==> src/hw/rtl/dtes_pkg.sv <==
// package: transaction types, constants and calendar tables for the epoch converter
`timescale 1ns / 1ps

package dtes_pkg;

    typedef struct packed {
        logic [39:0] year_in;
        logic [3:0]  month_in;
        logic [4:0]  day_in;
        logic [4:0]  hour_in;
        logic [5:0]  minute_in;
        logic [5:0]  second_in;
    } t_date_in;

    typedef struct packed {
        logic [63:0] epoch_seconds;
        logic        date_valid;
    } t_epoch_out;

    localparam int K_STAGES = 8;

    localparam logic [39:0] K_MAX_YEAR        = 40'd584554049253;
    localparam logic [24:0] K_SECS_PER_YEAR   = 25'd31536000;
    localparam logic [16:0] K_SECS_PER_DAY    = 17'd86400;
    localparam logic [16:0] K_SECS_PER_HOUR   = 17'd3600;
    localparam logic [16:0] K_SECS_PER_MINUTE = 17'd60;

    // exact reciprocals of 25 for 19-bit and 24-bit dividends
    localparam logic [19:0] K_RCP_HI   = 20'd671089;
    localparam logic [24:0] K_RCP_LO   = 25'd21474837;
    localparam int          K_RCP_HI_SHIFT = 24;
    localparam int          K_RCP_LO_SHIFT = 29;
    localparam logic [4:0]  K_DIV      = 5'd25;

    localparam logic [3:0] K_MONTH_JAN = 4'd1;
    localparam logic [3:0] K_MONTH_FEB = 4'd2;
    localparam logic [3:0] K_MONTH_DEC = 4'd12;

    localparam logic [4:0] K_MAX_HOUR     = 5'd24;
    localparam logic [5:0] K_MAX_MINUTE   = 6'd60;
    localparam logic [5:0] K_MAX_SECOND   = 6'd60;
    localparam logic [4:0] K_FEB_LEAP_LEN = 5'd29;

    function automatic logic [8:0] f_days_before(input logic [3:0] month);
        logic [8:0] days;
        case (month)
            4'd1:    days = 9'd0;
            4'd2:    days = 9'd31;
            4'd3:    days = 9'd59;
            4'd4:    days = 9'd90;
            4'd5:    days = 9'd120;
            4'd6:    days = 9'd151;
            4'd7:    days = 9'd181;
            4'd8:    days = 9'd212;
            4'd9:    days = 9'd243;
            4'd10:   days = 9'd273;
            4'd11:   days = 9'd304;
            4'd12:   days = 9'd334;
            default: days = 9'd0;
        endcase
        return days;
    endfunction

    function automatic logic [4:0] f_month_len(input logic [3:0] month);
        logic [4:0] len;
        case (month)
            4'd1:    len = 5'd31;
            4'd2:    len = 5'd28;
            4'd3:    len = 5'd31;
            4'd4:    len = 5'd30;
            4'd5:    len = 5'd31;
            4'd6:    len = 5'd30;
            4'd7:    len = 5'd31;
            4'd8:    len = 5'd31;
            4'd9:    len = 5'd30;
            4'd10:   len = 5'd31;
            4'd11:   len = 5'd30;
            4'd12:   len = 5'd31;
            default: len = 5'd31;
        endcase
        return len;
    endfunction

endpackage

==> src/hw/rtl/dtes_date_check.sv <==
// month length check and day-of-year offset for one date
`timescale 1ns / 1ps

module dtes_date_check (
    input  logic [3:0] i_month,
    input  logic [4:0] i_day,
    input  logic       i_leap,
    output logic       o_day_ok,
    output logic [8:0] o_day_offset
);
    import dtes_pkg::*;

    logic [4:0] w_limit;
    logic       w_leap_adj;

    always_comb begin
        w_limit = f_month_len(i_month);
        if (i_leap && (i_month == K_MONTH_FEB)) begin
            w_limit = K_FEB_LEAP_LEN;
        end
        w_leap_adj   = i_leap && (i_month > K_MONTH_FEB);
        o_day_ok     = (i_day <= w_limit);
        o_day_offset = f_days_before(i_month) + 9'(w_leap_adj) + 9'(i_day) - 9'd1;
    end

endmodule

==> src/hw/rtl/date_time_to_epoch_seconds.sv <==
// top level: pipelined calendar date and time to seconds since year zero
// an accepted transaction is registered in turn through stages 1 to 8 on its way to o_data
// throughput: one transaction per cycle while the output is not stalled, set by the 8-stage pipeline
// an output stall holds the last stage; empty stages keep filling behind it
// reset clears all stage valid bits; payload registers are not reset
`timescale 1ns / 1ps

module date_time_to_epoch_seconds (
    input  logic                  i_clk,
    input  logic                  i_rst_n,
    input  logic                  i_valid,
    output logic                  o_stall,
    input  dtes_pkg::t_date_in    i_data,
    output logic                  o_valid,
    input  logic                  i_stall,
    output dtes_pkg::t_epoch_out  o_data
);
    import dtes_pkg::*;

    logic [K_STAGES-1:0] r_v;
    logic [K_STAGES-1:0] w_en;

    // stage 1
    logic [39:0] r_s1_year;
    logic [3:0]  r_s1_month;
    logic [4:0]  r_s1_day;
    logic [16:0] r_s1_tsec;
    logic        r_s1_ok;
    logic [38:0] r_s1_ph;
    logic [44:0] r_s1_yph;
    logic [44:0] r_s1_ypl;
    // stage 2
    logic [39:0] r_s2_year;
    logic [3:0]  r_s2_month;
    logic [4:0]  r_s2_day;
    logic [16:0] r_s2_tsec;
    logic        r_s2_ok;
    logic [14:0] r_s2_qh;
    logic [23:0] r_s2_t;
    logic [63:0] r_s2_base;
    // stage 3
    logic [39:0] r_s3_year;
    logic [3:0]  r_s3_month;
    logic [4:0]  r_s3_day;
    logic [16:0] r_s3_tsec;
    logic        r_s3_ok;
    logic [14:0] r_s3_qh;
    logic [23:0] r_s3_t;
    logic [48:0] r_s3_pl;
    logic [63:0] r_s3_base;
    // stage 4
    logic [39:0] r_s4_year;
    logic [3:0]  r_s4_month;
    logic [4:0]  r_s4_day;
    logic [16:0] r_s4_tsec;
    logic        r_s4_ok;
    logic [33:0] r_s4_q25;
    logic [4:0]  r_s4_r25;
    logic [63:0] r_s4_base;
    // stage 5
    logic [37:0] r_s5_lb;
    logic [8:0]  r_s5_dofs;
    logic [16:0] r_s5_tsec;
    logic        r_s5_ok;
    logic [63:0] r_s5_base;
    // stage 6
    logic [37:0] r_s6_days;
    logic        r_s6_ok;
    logic [63:0] r_s6_base;
    // stage 7
    logic [54:0] r_s7_dsec;
    logic        r_s7_ok;
    logic [63:0] r_s7_base;
    // stage 8
    t_epoch_out  r_s8_out;

    // stage 1 logic
    logic        n_s1_ok;
    logic [16:0] n_s1_tsec;
    // stage 2 logic
    logic [14:0] n_s2_qh;
    logic [19:0] n_s2_qh25;
    logic [19:0] n_s2_rh;
    // stage 4 logic
    logic [18:0] n_s4_ql;
    logic [23:0] n_s4_ql25;
    logic [23:0] n_s4_rl;
    // stage 5 logic
    logic        n_s5_m4;
    logic        n_s5_m100;
    logic        n_s5_m400;
    logic        n_s5_leap;
    logic [38:0] n_s5_c4;
    logic [38:0] n_s5_c100;
    logic [38:0] n_s5_c400;
    logic [38:0] n_s5_lb;
    logic        n_s5_day_ok;
    logic [8:0]  n_s5_dofs;
    // stage 8 logic
    logic [63:0] n_s8_sum;

    // stage enables: a stage loads when empty or when the one after it moves
    always_comb begin
        w_en[K_STAGES-1] = !r_v[K_STAGES-1] || !i_stall;
        for (int k = K_STAGES - 2; k >= 0; k--) begin
            w_en[k] = !r_v[k] || w_en[k+1];
        end
    end

    assign o_stall = !w_en[0];
    assign o_valid = r_v[K_STAGES-1];
    assign o_data  = r_s8_out;

    always_ff @(posedge i_clk) begin
        if (!i_rst_n) begin
            r_v <= '0;
        end else begin
            if (w_en[0]) begin
                r_v[0] <= i_valid;
            end
            for (int k = 1; k < K_STAGES; k++) begin
                if (w_en[k]) begin
                    r_v[k] <= r_v[k-1];
                end
            end
        end
    end

    // stage 1: range checks, time of day, high reciprocal product, year products
    always_comb begin
        n_s1_ok = (i_data.year_in <= K_MAX_YEAR) &&
                  (i_data.month_in >= K_MONTH_JAN) && (i_data.month_in <= K_MONTH_DEC) &&
                  (i_data.day_in != 5'd0) && (i_data.hour_in <= K_MAX_HOUR) &&
                  (i_data.minute_in <= K_MAX_MINUTE) && (i_data.second_in <= K_MAX_SECOND);
        n_s1_tsec = 17'(i_data.hour_in) * K_SECS_PER_HOUR +
                    17'(i_data.minute_in) * K_SECS_PER_MINUTE +
                    17'(i_data.second_in);
    end

    always_ff @(posedge i_clk) begin
        if (w_en[0]) begin
            r_s1_year  <= i_data.year_in;
            r_s1_month <= i_data.month_in;
            r_s1_day   <= i_data.day_in;
            r_s1_tsec  <= n_s1_tsec;
            r_s1_ok    <= n_s1_ok;
            r_s1_ph    <= 39'(i_data.year_in[39:21]) * 39'(K_RCP_HI);
            r_s1_yph   <= 45'(i_data.year_in[39:20]) * 45'(K_SECS_PER_YEAR);
            r_s1_ypl   <= 45'(i_data.year_in[19:0]) * 45'(K_SECS_PER_YEAR);
        end
    end

    // stage 2: high quotient and remainder of year/4 by 25, year seconds sum
    always_comb begin
        n_s2_qh   = r_s1_ph[K_RCP_HI_SHIFT+14:K_RCP_HI_SHIFT];
        n_s2_qh25 = 20'(n_s2_qh) * 20'(K_DIV);
        n_s2_rh   = 20'(r_s1_year[39:21]) - n_s2_qh25;
    end

    always_ff @(posedge i_clk) begin
        if (w_en[1]) begin
            r_s2_year  <= r_s1_year;
            r_s2_month <= r_s1_month;
            r_s2_day   <= r_s1_day;
            r_s2_tsec  <= r_s1_tsec;
            r_s2_ok    <= r_s1_ok;
            r_s2_qh    <= n_s2_qh;
            r_s2_t     <= {n_s2_rh[4:0], r_s1_year[20:2]};
            r_s2_base  <= 64'({r_s1_yph, 20'd0}) + 64'(r_s1_ypl);
        end
    end

    // stage 3: low reciprocal product
    always_ff @(posedge i_clk) begin
        if (w_en[2]) begin
            r_s3_year  <= r_s2_year;
            r_s3_month <= r_s2_month;
            r_s3_day   <= r_s2_day;
            r_s3_tsec  <= r_s2_tsec;
            r_s3_ok    <= r_s2_ok;
            r_s3_qh    <= r_s2_qh;
            r_s3_t     <= r_s2_t;
            r_s3_pl    <= 49'(r_s2_t) * 49'(K_RCP_LO);
            r_s3_base  <= r_s2_base;
        end
    end

    // stage 4: floor(year/100) and the remainder of year/4 by 25
    always_comb begin
        n_s4_ql   = r_s3_pl[K_RCP_LO_SHIFT+18:K_RCP_LO_SHIFT];
        n_s4_ql25 = 24'(n_s4_ql) * 24'(K_DIV);
        n_s4_rl   = r_s3_t - n_s4_ql25;
    end

    always_ff @(posedge i_clk) begin
        if (w_en[3]) begin
            r_s4_year  <= r_s3_year;
            r_s4_month <= r_s3_month;
            r_s4_day   <= r_s3_day;
            r_s4_tsec  <= r_s3_tsec;
            r_s4_ok    <= r_s3_ok;
            r_s4_q25   <= {r_s3_qh, n_s4_ql};
            r_s4_r25   <= n_s4_rl[4:0];
            r_s4_base  <= r_s3_base;
        end
    end

    // stage 5: leap rule, leap days before the year, month length check, day-of-year offset
    always_comb begin
        n_s5_m4   = (r_s4_year[1:0] == 2'd0);
        n_s5_m100 = n_s5_m4 && (r_s4_r25 == 5'd0);
        n_s5_m400 = n_s5_m100 && (r_s4_q25[1:0] == 2'd0);
        n_s5_leap = n_s5_m4 && (!n_s5_m100 || n_s5_m400);
        n_s5_c4   = 39'(r_s4_year[39:2]) + 39'(r_s4_year[1:0] != 2'd0);
        n_s5_c100 = 39'(r_s4_q25) + 39'(!n_s5_m100);
        n_s5_c400 = 39'(r_s4_q25[33:2]) + 39'(!n_s5_m400);
        n_s5_lb   = n_s5_c4 - n_s5_c100 + n_s5_c400;
    end

    dtes_date_check u_date_check (
        .i_month      (r_s4_month),
        .i_day        (r_s4_day),
        .i_leap       (n_s5_leap),
        .o_day_ok     (n_s5_day_ok),
        .o_day_offset (n_s5_dofs)
    );

    always_ff @(posedge i_clk) begin
        if (w_en[4]) begin
            r_s5_lb   <= n_s5_lb[37:0];
            r_s5_dofs <= n_s5_dofs;
            r_s5_tsec <= r_s4_tsec;
            r_s5_ok   <= r_s4_ok && n_s5_day_ok;
            r_s5_base <= r_s4_base;
        end
    end

    // stage 6: day count and year plus time of day
    always_ff @(posedge i_clk) begin
        if (w_en[5]) begin
            r_s6_days <= r_s5_lb + 38'(r_s5_dofs);
            r_s6_ok   <= r_s5_ok;
            r_s6_base <= r_s5_base + 64'(r_s5_tsec);
        end
    end

    // stage 7: days to seconds
    always_ff @(posedge i_clk) begin
        if (w_en[6]) begin
            r_s7_dsec <= 55'(r_s6_days) * 55'(K_SECS_PER_DAY);
            r_s7_ok   <= r_s6_ok;
            r_s7_base <= r_s6_base;
        end
    end

    // stage 8: final sum, zero on failed checks
    assign n_s8_sum = r_s7_base + 64'(r_s7_dsec);

    always_ff @(posedge i_clk) begin
        if (w_en[7]) begin
            r_s8_out.epoch_seconds <= r_s7_ok ? n_s8_sum : 64'd0;
            r_s8_out.date_valid    <= r_s7_ok;
        end
    end

endmodule

==> config.mk <==
export PLATFORM = sky130hd
export DESIGN_NAME = date_time_to_epoch_seconds
export DESIGN_NICKNAME = d
export VERILOG_FILES = /design/src/hw/rtl/dtes_pkg.sv /design/src/hw/rtl/dtes_date_check.sv /design/src/hw/rtl/date_time_to_epoch_seconds.sv
export SDC_FILE = /design/constraint.sdc
export NUM_CORES = 2
export LEC_CHECK = 0
export ABC_CLOCK_PERIOD_IN_PS = 26900
export BUFFER_PORTS_ARGS = -buffer_cell sky130_fd_sc_hd__buf_2
export CAP_MARGIN = 20
export CORE_MARGIN = 2
export CORE_UTILIZATION = 40
export DETAILED_ROUTE_END_ITERATION = 8
export PLACE_DENSITY_LB_ADDON = 0.08
export SLEW_MARGIN = 20
export SYNTH_ARGS = -nofsm -noshare
export SYNTH_HDL_FRONTEND = slang
export SYNTH_SLANG_ARGS = --single-unit
==> constraint.sdc <==
create_clock -name i_clk -period 26.9 [get_ports i_clk]
set_input_delay 2.69 -clock i_clk [delete_from_list [all_inputs] [get_ports i_clk]]
set_output_delay 2.69 -clock i_clk [all_outputs]
set_load 0.01 [all_outputs]
After elaboration in Yosys (flattened, before gate mapping)
Memories as Yosys holds them, arrays and structs flattened. A register that Yosys moved wholly into a read port is not among the register bits.
Cells that the tools add are included.
{"block": "classes", "eq_ne": 1, "mul": 9, "order_cmp": 8, "add_sub_neg": 16, "n_mux": 3, "n_reduce_logical": 38}
{"op": "$add A64 B17 Y64", "count": 1}
{"op": "$add A64 B45 Y64", "count": 1}
{"op": "$add A64 B55 Y64", "count": 1}
{"op": "$mul A24 B25 Y48 const B", "count": 1}
{"op": "$mul A38 B10 Y48 const B", "count": 1}
{"op": "$le A40 B40 Y1 const B", "count": 1}
{"op": "$mul A19 B20 Y39 const B", "count": 1}
{"op": "$add A38 B1 Y38", "count": 1}
{"op": "$add A38 B33 Y38", "count": 1}
{"op": "$add A38 B9 Y38", "count": 1}
{"op": "$mul A20 B18 Y38 const B", "count": 1}
{"op": "$sub A38 B35 Y38", "count": 1}
{"op": "$mul A20 B18 Y37 const B", "count": 1}
{"op": "$add A34 B1 Y35", "count": 1}
{"op": "$add A32 B1 Y33", "count": 1}
{"op": "$mul A19 B5 Y5 const B", "count": 1}
{"op": "$add A17 B12 Y17", "count": 1}
{"op": "$add A17 B6 Y17", "count": 1}
{"op": "$mul A15 B5 Y5 const B", "count": 1}
{"op": "$mul A5 B8 Y13 const B", "count": 1}
{"op": "$le A6 B6 Y1 const B", "count": 2}
{"op": "$logic_and A1 B1 Y1", "count": 12}
{"op": "$logic_not A1 Y1", "count": 12}
{"op": "$mul A6 B4 Y10 const B", "count": 1}
{"op": "other kinds (17)", "count": 28}
{"block": "totals", "mem_bits_ro": 176, "out_inout_bits": 67, "wordCells": 131, "register_bits": 1138, "memories": 2}
{"memory": "(no name shown)", "depth": 16, "width": 9, "read_ports": 1, "rd_ports_with_merged_regs": 1, "write_ports": 0, "line": "dtes_pkg.sv:46", "text": "case (month)"}
{"memory": "(no name shown)", "depth": 16, "width": 2, "read_ports": 1, "rd_ports_with_merged_regs": 1, "write_ports": 0, "line": "dtes_pkg.sv:66", "text": "case (month)"}

Depth between registers and ports, before layout
{"block": "depth", "depth_word": 10, "ltp_mapped": 28}

Hierarchy
From an unflattened synthesis, not the netlist that was laid out.
{"block": "unflattened", "cells_unflattened": 6443, "hier_area_um2": 78147.4}
{"mod": "date_time_to_epoch_seconds", "area_each_um2": 77325.4, "n_inst": 1, "cells_per_inst": 6330}
{"mod": "dtes_date_check", "area_each_um2": 822.0, "n_inst": 1, "cells_per_inst": 113}

Worst setup path after synthesis
OpenSTA, ideal clock, no wires.
{"block": "synth_timing", "kind": "input to output", "start": "in i_stall", "end": "out o_stall", "t_arrival_ps": 10236, "path_buffers": 0, "cell_stages": 7, "required_time_ps": 24210, "slack_ps": 13974, "path_cell_list": "and3_1 > and2_1 > nand2_1 > nor2_1 > and3_1 > nand2_1 > inv_1"}
{"block": "synth_between", "elab_chain_cells": 10}
{"item": "from (decl)", "line": "date_time_to_epoch_seconds.sv:15", "text": "input logic i_stall,"}
{"item": "$logic_not A1 Y1", "line": "date_time_to_epoch_seconds.sv:104", "text": "w_en[K_STAGES-1] = !r_v[K_STAGES-1] || !i_stall;"}
{"item": "$logic_or A1 B1 Y1", "line": "date_time_to_epoch_seconds.sv:104"}
{"item": "$logic_or A1 B1 Y1 (3 in series)", "line": "date_time_to_epoch_seconds.sv:106", "text": "w_en[k] = !r_v[k] || w_en[k+1];"}
{"item": "via w_en[4]", "line": "date_time_to_epoch_seconds.sv:21", "text": "logic [K_STAGES-1:0] w_en;"}
{"item": "$logic_or A1 B1 Y1 (4 in series)", "line": "date_time_to_epoch_seconds.sv:106"}
{"item": "$logic_not A1 Y1", "line": "date_time_to_epoch_seconds.sv:110", "text": "assign o_stall = !w_en[0];"}
{"item": "to (decl)", "line": "date_time_to_epoch_seconds.sv:12", "text": "output logic o_stall,"}
The timed path passes the listed nets, and every way through them passes these cells.

Worst setup path in the final report
{"block": "layout_timing", "start": "in i_data[54] in the netlist's numbering", "end": "reg r_s1_ph[37], data pin"}
{"block": "layout_between", "elab_chain_cells": 1}
{"item": "from (decl)", "line": "date_time_to_epoch_seconds.sv:13", "text": "input dtes_pkg::t_date_in i_data,"}
{"item": "$mul A19 B20 Y39", "line": "date_time_to_epoch_seconds.sv:147", "text": "r_s1_ph <= 39'(i_data.year_in[39:21]) * 39'(K_RCP_HI);"}
{"item": "to (signal assigned)", "line": "date_time_to_epoch_seconds.sv:147"}
{"item": "to (decl)", "line": "date_time_to_epoch_seconds.sv:29", "text": "logic [38:0] r_s1_ph;"}
No other way between the ends.
A chain may end at the register's enable or synchronous reset.

==> out/results.tsv <==
metric	value	unit
status	finished, final reports clean	
most common cell in the netlist	inv_1	
arrival time worst endpoint	9.63	ns
Skew-Pair Late Insertion Delay	0.75	ns
Cells after Synth	6233	
Top cell by count, worst path	fa_1	
min-delay worst type	register to register	
routed len/inst	18.3	um
antenna-violating nets left	0	
post-synth cell types	91	
die area	196000	um2
Hold Slack	0.379	ns
Std-Cell Rows	161	
max-cap viol count	0	
Starting Density	40.2	%
Net count, final	8389	
drc violations	0	
Final Hold Viols	0	
crit start category	input port	
Slew headroom	31.3	%
final setup fails	0	
clk root buf	clkbuf_16	
Overflow after GRT	0	
number of CTS-inserted buffers	112	
pre-CTS WS	17.09	ns
Core ar.	192000	um2
Finished Layout Cells	9094	
first-pass GRT wire length	264000	um
Worst path slowest cell	a2111oi_4	
Synth Flop Type	edfxtp_1	
Synth warnings	0	
unrepaired setup endpoints after global routing	no	
Worst setup EP type	register	
Placer Congestion	0.886	
minimum clock period	9.15	ns
P&R area growth vs syn	10.1	%
die width	443	um
Synth area leaders	edfxtp_1, ha_1, fa_1	
Via density	4.75	
CTS max path bufs	3	
Post-Syn Nets	8152	
# IOs	137	
wirelength, routed	166000	um
Die Span Y	443	um
setup bufs post-CTS	0	
worst path bufs/invs	5	
critical path, cell by cell	buf_2 -> fa_1 -> inv_1 -> fa_1 -> inv_1 -> fa_1 -> inv_1 -> fa_1 -> inv_1 -> fa_1 -> fa_1 -> ha_1 -> a21o_1 -> a21o_1 -> a21oi_1 -> o21ai_0 -> a211o_1 -> a21o_1 -> a2111oi_4 -> o21ai_0 -> nor2b_1 -> nor4b_1 -> nor3_1 -> xor2_1	
Tot GR Track Use	17.3	%
Mapped Area	77100	um2
CTS Hold Buffers Added	0	
critical path class	input port to register	
Post-CTS Resized	0	
max incr delay on CP	0.73	ns
Worst-path clk slew	0.06	ns
top cells by count, synth	inv_1, ha_1, edfxtp_1, fa_1, a21oi_1	
fmax	0.109	GHz
share of cells above drive strength 1	5.77	%
Worst-Margin Slew	1.03	ns
pin count of the biggest net entering global routing	72	
via count	43160	
required time of the critical path	27.38	ns
Top Family by Delay on Critical Path	adder cells	
clock sink count	1039	
CTS tree	done	
leading area contributor after synthesis	edfxtp_1	
vias in the first global route	46009	
final number of max-transition violations	0	
Detailed Route Iter0 Violations	1824	
Max Clock Skew	0.0579	ns
Final WS setup	17.75	ns
Yosys top cell area share	39.7	%
DRT Pass-1 Iters	5	
sequential share of the synthesized area	40.2	%
# fillers	17811	
number of enable flip-flop cells after synthesis	1020	
Synth Register Bits	1039	
part of the cycle the worst path needs	34.0	%
setup TNS	0	ns
crit-path max FO	13	
PortBufs	136	
mean post-synth cell area	12.4	um2
initial antenna violation count	9	
Cells after DPL	8882	
H-tree Lvls	3	
asr flop ratio synth	0	%
Detailed Place HPWL	137000	um
==> metal layers <==
metal / GRT usage, % / routed length [um] / vias up / part of all wire [%]
li1: - / - / 21535 / -
met1: 25.0 / 81100 / 20862 / 49
met2: 27.6 / 75800 / 566 / 46
met3: 2.13 / 5460 / 197 / 3.3
met4: 4.54 / 3790 / 0 / 2.3
met5: 0 / 0 / - / 0
==> registers in the layout, indices dropped and copies added, names as in the netlist, 34 cells and up, named ones only <==
register   count
r_s6_base     64
r_s6_days     38
r_s5_lb       38
r_s4_base     56
r_s2_base     56
r_s4_year     40
r_s3_base     56
r_s1_year     40
r_s1_yph      36
o_data        65
r_s7_dsec     48
r_s2_year     40
r_s4_q25      34
r_s1_ypl      37
r_s5_base     57
r_s3_year     40
r_s7_base     64
==> through the flow <==
| stage | utilization (%) | area (um2) |
|---|---|---|
| 4_1_cts | 44.2 | 84900 |
| 3_3_place_gp | 42.2 | 81000 |
| 6_report | 44.2 | 84900 |
| 3_5_place_dp | 42.2 | 81000 |
| 2_1_floorplan | - | 77100 |
| 5_1_grt | 44.2 | 84900 |
==> cell usage in the layout (no fill, tap or decap), drive strengths merged, types with 7 or more instances in the layout <==
cell,count
inv,1342
ha,1156
edfxtp,1020
fa,693
a21oi,259
xnor2,248
nor2,199
a21o,172
nand2,162
buf,156
xor2,141
o21ai,134
clkbuf,131
nand3,91
and3,54
nor3,50
clkinv,48
nand2b,45
o21a,43
o21bai,42
nor2b,42
nand4,36
and2,32
a31oi,21
dfxtp,19
bufinv,15
o211ai,13
and4,13
or3,12
a211oi,12
a211o,11
nor3b,11
clkinvlp,10
or2,10
a221o,10
a2111oi,10
o31ai,9
a21boi,9
nor4,7
==> worst paths after layout <==
check | to | startpoint | slack, ns | cells after the start
hold / removal | r_s4_base[14]$_DFFE_PN_ | r_s3_base[14]$_DFFE_PP_ | 0.38 | 0
setup / recovery | r_s1_ph[37]$_DFFE_PN_ | i_data[54] | 17.75 | 24
setup reg to reg | r_s3_pl[47]$_DFFE_PP_ | r_s2_year[8]$_DFFE_PP_ | 18.66 | 25
hold reg to reg | r_s4_base[14]$_DFFE_PN_ | r_s3_base[14]$_DFFE_PP_ | 0.38 | 0
==> area by class of cell <==
type                       count  area, um2  area share [%]
sequential                  1039      31000            36.5
timing repair buffer         156        831           0.979
multi-input combinational   3825      41000            48.3
inverter                    1336       5030            5.93
clock buffer                 131       2870            3.39
tap                         2526       3160            3.72
antenna                        2       5.00         0.00590
clock inverter                79        983            1.16
==> cell families (layout without fill, tap and decap cells) <==
family                     after synthesis  after routing  share of synthesized area (%)
adders and majority gates             1849           1849                           36.8
DFF                                   1039           1039                           40.2
muxes                                    6              6                         0.0779
and+or+nand+nor                        782            782                           5.08
AOI/OAI and AO/OA                      799            799                           6.77
xor gates and xnor gates               389            389                           4.42
other                                    0              2                              0
buffers and inverters                 1369           1702                           6.68
Power is not shown: default switching activity piles up to over one toggle a cycle in this logic, so the estimate is an artifact.
